--- src/design/segment_intersection_assert.svh ---
// Assertion macros shared by the segment intersection RTL.
`ifndef SEGMENT_INTERSECTION_ASSERT_SVH
`define SEGMENT_INTERSECTION_ASSERT_SVH

`ifndef ASSERT_OFF
`define SI_ASSERT(label, clk, rst_n, prop, msg) \
  label: assert property (@(posedge clk) disable iff (!rst_n) prop) else $error(msg);
`define SI_ASSERT_ALWAYS(label, clk, prop, msg) \
  label: assert property (@(posedge clk) prop) else $error(msg);
`else
`define SI_ASSERT(label, clk, rst_n, prop, msg)
`define SI_ASSERT_ALWAYS(label, clk, prop, msg)
`endif

`endif

--- src/design/si_pkg.sv ---
`default_nettype none
package si_pkg;
  localparam int COORD_WIDTH_DEF = 16;
  localparam int QUEUE_DEPTH_DEF = 4;
  localparam int MIN_DET_WIDTH   = 16;
  localparam logic [MIN_DET_WIDTH-1:0] MIN_DET_RESET = 16'd1;

  // Queue status seen by the front and back parts.
  typedef struct packed {
    logic has_room;
    logic has_data;
  } q_stat_t;
endpackage
`default_nettype wire

--- src/design/si_queue.sv ---
`default_nettype none
module si_queue #(
  parameter int QW = 8,
  parameter int QD = si_pkg::QUEUE_DEPTH_DEF
) (
  input  wire logic          clk,
  input  wire logic          rst_n,
  input  wire logic          push,
  input  wire logic [QW-1:0] push_data,
  input  wire logic          pop,
  output logic [QW-1:0]      pop_data,
  output si_pkg::q_stat_t    q_stat
);
  localparam int PTRW = (QD > 1) ? $clog2(QD) : 1;
  localparam int CNTW = $clog2(QD + 1);

  logic [QW-1:0]   mem [QD];
  logic [PTRW-1:0] wr_ptr_r, rd_ptr_r;
  logic [CNTW-1:0] cnt_r;

  assign q_stat.has_room = cnt_r != CNTW'(QD);
  assign q_stat.has_data = cnt_r != '0;
  assign pop_data = mem[rd_ptr_r];

  always_ff @(posedge clk) begin
    if (push) begin
      mem[wr_ptr_r] <= push_data;
    end
  end

  always_ff @(posedge clk) begin
    if (!rst_n) begin
      wr_ptr_r <= '0;
      rd_ptr_r <= '0;
      cnt_r    <= '0;
    end else begin
      if (push) begin
        wr_ptr_r <= (wr_ptr_r == PTRW'(QD - 1)) ? '0 : wr_ptr_r + PTRW'(1);
      end
      if (pop) begin
        rd_ptr_r <= (rd_ptr_r == PTRW'(QD - 1)) ? '0 : rd_ptr_r + PTRW'(1);
      end
      if (push && !pop) begin
        cnt_r <= cnt_r + CNTW'(1);
      end else if (pop && !push) begin
        cnt_r <= cnt_r - CNTW'(1);
      end
    end
  end

`include "segment_intersection_assert.svh"
  `SI_ASSERT(a_no_overflow, clk, rst_n, push |-> q_stat.has_room, "queue push while full")
  `SI_ASSERT(a_no_underflow, clk, rst_n, pop |-> q_stat.has_data, "queue pop while empty")
  `SI_ASSERT(a_cnt_up, clk, rst_n, (push && !pop) |=> cnt_r == $past(cnt_r) + CNTW'(1), "no rise")
  `SI_ASSERT_ALWAYS(a_reset_empty, clk, !rst_n |=> cnt_r == '0, "queue not empty after reset")
endmodule
`default_nettype wire

--- config.mk ---
export PLATFORM = sky130hd
export DESIGN_NAME = si_queue
export DESIGN_NICKNAME = d
export VERILOG_FILES = /design/src/design/si_pkg.sv /design/src/design/si_queue.sv
export VERILOG_INCLUDE_DIRS = /design/src /design/src/design
export SDC_FILE = /design/constraint.sdc
export NUM_CORES = 1
export LEC_CHECK = 0
export CORE_MARGIN = 3
export CORE_UTILIZATION = 36
export CTS_CLUSTER_SIZE = 8
export DETAILED_ROUTE_END_ITERATION = 10
export DONT_BUFFER_PORTS = 1
export SYNTH_ARGS = -nofsm -noshare
export SYNTH_HDL_FRONTEND = slang
export SYNTH_SLANG_ARGS = --single-unit
--- constraint.sdc ---
create_clock -name clk -period 1.3 [get_ports clk]
set_input_delay 0.065 -clock clk [delete_from_list [all_inputs] [get_ports clk]]
set_output_delay 0.065 -clock clk [all_outputs]
set_load 0.005 [all_outputs]
### After elaboration in Yosys (flattened, before gate mapping)

Memory sizes are Yosys's and may differ from the RTL's. A register that Yosys moved wholly into a read port is not among the register bits.
Cells that the tools add are included.

* word-level logic and storage cells: 25
* output and inout bits: 10
* bits in registers: 7
* memory bits (writable): 32
* bits of input ports: 12
* memories kept: 1

Memory list
* mem: depth 4, width 8, rd ports 1, clocked after memory_dff 1, write ports 1, RTL line si_queue.sv:17 `logic [QW-1:0] mem [QD];`

* mux-type cells: 8
* equality and inequality tests: 3
* $add $sub $neg: 4
* reductions and logical operators: 6

Operators with widths (count)
* $mux 2: 4
* $mux 3: 2
* $add 2x1->2 const B: 2
* $eq 2x2->1 const B: 2
* $add 3x1->3 const B: 1
* $ne 3x3->1 const B: 1
* $reduce_bool 3->1: 1
* $sub 3x1->3 const B: 1
* $logic_and 1x1->1: 2
* $logic_not 1->1: 2
* $mux 1: 2
* $reduce_bool 2->1: 1

### Depth between registers and ports, before layout

* depth in word-level cells: 4
* gate-level depth with buffers: 7
* gate-level depth less buffers: 7

### Worst setup path after synthesis

No wires, ideal clock.

* kind: register to register
* start: register cnt_r[0]
* end: register cnt_r[2]
* setup slack: -0.089 ns
* stages on the path, launching flop included: 5
* data arrival time: 1.319 ns
* period minus slack after synthesis: 1.389 ns
* buffers on the path: 0
* setup time: 0.070 ns
* data required time: 1.230 ns
* path through: dfxtp_1 fa_1 xor2_1 or3_1 a21boi_1

* longest elaborated chain between the ends: 3
* elaborated cells between the ends (all ways): 4
* those cells by class: 2 x add/sub; 2 x mux

Ends and longest elaborated chain
* from (decl): RTL line si_queue.sv:19 `logic [CNTW-1:0] cnt_r;`
* from (signal assigned): RTL line si_queue.sv:44 `cnt_r <= cnt_r + CNTW'(1);`
* from (signal assigned): RTL line si_queue.sv:46 `cnt_r <= cnt_r - CNTW'(1);`
* $sub 3x1->3: RTL line si_queue.sv:46
* $mux 3: RTL line si_queue.sv:45 `end else if (pop && !push) begin`
* $mux 3 *: RTL line si_queue.sv:43 `if (push && !pop) begin`

Mark *: on every way between the ends. The rest lies on a longest branch, timed or not. The select of a mux whose other input is x is not followed.
A chain may end at the register's enable or synchronous reset.

==> impl_metrics.json <==
{
  "gr-total-overflow": 0,
  "yosysSeqAreaShare": 0.7059,
  "clkSinkCount": 41,
  "tightest_slew_ps": 417.3,
  "rsz0062_at_grt": "true",
  "place_congestion": 0.6773,
  "layout_commonest_cell": "edfxtp_1",
  "initial_core_util": 0.3874,
  "htree_levels": 2,
  "cts_root_buf": "clkbuf_8",
  "wl_um": 2550,
  "dp.cells": 148,
  "tritoncts": "done",
  "die_area_mm2": 0.005330,
  "fin_cells": 167,
  "numCtsBuffers": 5,
  "multi_input_area_um2": 459.2,
  "cap_viol_max_count": 0,
  "core_area_mm2": 0.004173,
  "relSlewSlack": 0.7214,
  "die_y_um": 73.01,
  "antenna_left": 0,
  "dpl.hpwl_um": 1846,
  "clk_latency_ps": 290,
  "worst_setup_path_end_kind": "output port",
  "ys_seq_elements": 41,
  "grt_max_degree": 14,
  "grt_pass1_vias": 888,
  "postCtsSetupRepairBufs": 0,
  "track_usage": 0.1120,
  "clockBufferDepth": 2,
  "skew_ps": 7.141,
  "num_vias": 811,
  "status": "finished with violations",
  "holdWs_ps": 10.66,
  "final_cell_mix": "edfxtp_1 (32), buf_4 (12), dlygate4sd3_1 (11)",
  "finalCritPeriodShare": 1.044,
  "synth.distinct_cells": 20,
  "diodes": 0,
  "yosys_warnings": 0,
  "dr.pass1.iters": 4,
  "p_leak_nw": 0.7250,
  "timing.final.ws_setup_ps": -57.04,
  "min_period_ps": 1357,
  "drt-wirelength-per-cell_um": 15.27,
  "clk_pin_slew_ps": 70,
  "drc": 0,
  "totalPowerFinal_mw": 2.889,
  "p_per_area_mw_per_mm2": 1428,
  "max-vdd-ir-drop_uv": 732.6,
  "syn_to_final_growth_pct": 25.15,
  "hold_viol_final": 0,
  "violations": "setup timing",
  "arrival_ps": 1290,
  "regArea_mm2": 0.001146,
  "cp_max_fo": 8,
  "grt_pass1_wl_um": 4188,
  "drt_iter0_markers": 37,
  "antenna_found_initial": 0,
  "setup_tns_ps": -385.6,
  "path_class": "reg -> out",
  "syn_avg_cell_area_um2": 18.58,
  "io_buffers": 0,
  "syn_nets": 106,
  "cp-start-kind": "flip-flop",
  "syn_area_mm2": 0.001617,
  "row_count": 23,
  "slew_viol_final": 0,
  "fp.dieW_um": 73.01,
  "setup_viol": 9,
  "fillers": 335,
  "cp.required_ps": 1240,
  "nets": 135,
  "max_freq_mhz": 736.9,
  "vias_per_cell": 4.856,
  "drive_above_1_share": 0.3162,
  "num_io_pins": 22,
  "syn_inst": 87,
  "hold_class": "in -> reg"
}
## routing by layer
| metal | vias up | part of all wire | GRT usage |
|---|---|---|---|
| met2 | 25 | 0.51 | 0.1827 |
| met5 | - | 0 | 0 |
| met1 | 401 | 0.40 | 0.1182 |
| met4 | 0 | 0.012 | 0.05533 |
| li1 | 383 | - | - |
| met3 | 2 | 0.073 | 0.05785 |
## worst paths after layout
path / from / to / slack, ps / depth (start not counted)
setup / recovery: flip-flop / pop_data[2] / -60 / 2
hold / removal: pop / rd_ptr_r[1] / 10 / 2
setup reg to reg: cnt_r[1] / cnt_r[2] / -40 / 4
hold reg to reg: cnt_r[2] / cnt_r[2] / 510 / 2
## state kept, by name, summed over array words and instances, names as in the netlist, named ones only
register / flops
mem: 32
cnt_r: 3
rd_ptr_r: 2
wr_ptr_r: 2
## synth_stat cells (all sizes together)
cell type | instances | area share
a21boi | 1 | 0.0046
and2 | 5 | 0.019
buf | 1 | 0.0070
clkbuf | 1 | 0.0031
dfxtp | 9 | 0.11
edfxtp | 32 | 0.59
fa | 1 | 0.012
ha | 6 | 0.046
inv | 4 | 0.0093
mux2i | 4 | 0.025
mux4 | 8 | 0.11
nand2 | 1 | 0.0023
nor2 | 2 | 0.0046
nor2b | 5 | 0.019
nor3 | 1 | 0.0031
o21a | 1 | 0.0046
o21ai | 1 | 0.0031
or3 | 2 | 0.0077
xnor2 | 1 | 0.0054
xor2 | 1 | 0.0054
## cell type report
class | instances | share of cell area
sequential | 41 | 0.5665
multi-input combinational | 40 | 0.2270
timing repair buffer | 24 | 0.1088
clock buffer | 6 | 0.04082
tap | 50 | 0.03092
clock inverter | 2 | 0.01855
inverter | 4 | 0.007421
## through the flow
step	area, µm²	worst slack [ps]	utilization
2_1_floorplan	1634	7.599	-
3_3_place_gp	1790	-9.944	0.4291
3_5_place_dp	1790	-51.48	0.4291
4_1_cts	2022	-90.84	0.4846
5_1_grt	2023	-123.7	0.4849
6_report	2023	-57.04	0.4849
## worst max-delay path, cell delays in order (launching register included)
cell and delay, ps:
dfxtp_2 340, buf_12 140, mux4_2 530
## power by group
group	internal, mW	switching, mW	total [mW]	leakage [nW]
Clock	0.624	0.409	1.03	0.0574
Combinational	0.184	0.139	0.322	0.298
Sequential	1.49	0.0402	1.53	0.369
## kinds of logic after synthesis
family | synth area share
buffers and inverters | 0.01934
multiplexers | 0.1362
AO/OA/AOI/OAI | 0.01238
adder cells (fa/ha/maj) | 0.05882
XOR/XNOR | 0.01084
AND/OR/NAND/NOR | 0.05650
flip-flops | 0.7059
## timing repair
| item | CTS | global route |
|---|---|---|
| endpoints found under the hold margin | 41 | 0 |
| endpoints found under the setup margin | 9 | 25 |
| hold buffers | 11 | 0 |
| pin swaps | 3 | 2 |
| resized for setup | 1 | 1 |
Note: power is estimated with default switching activity, not from simulation.
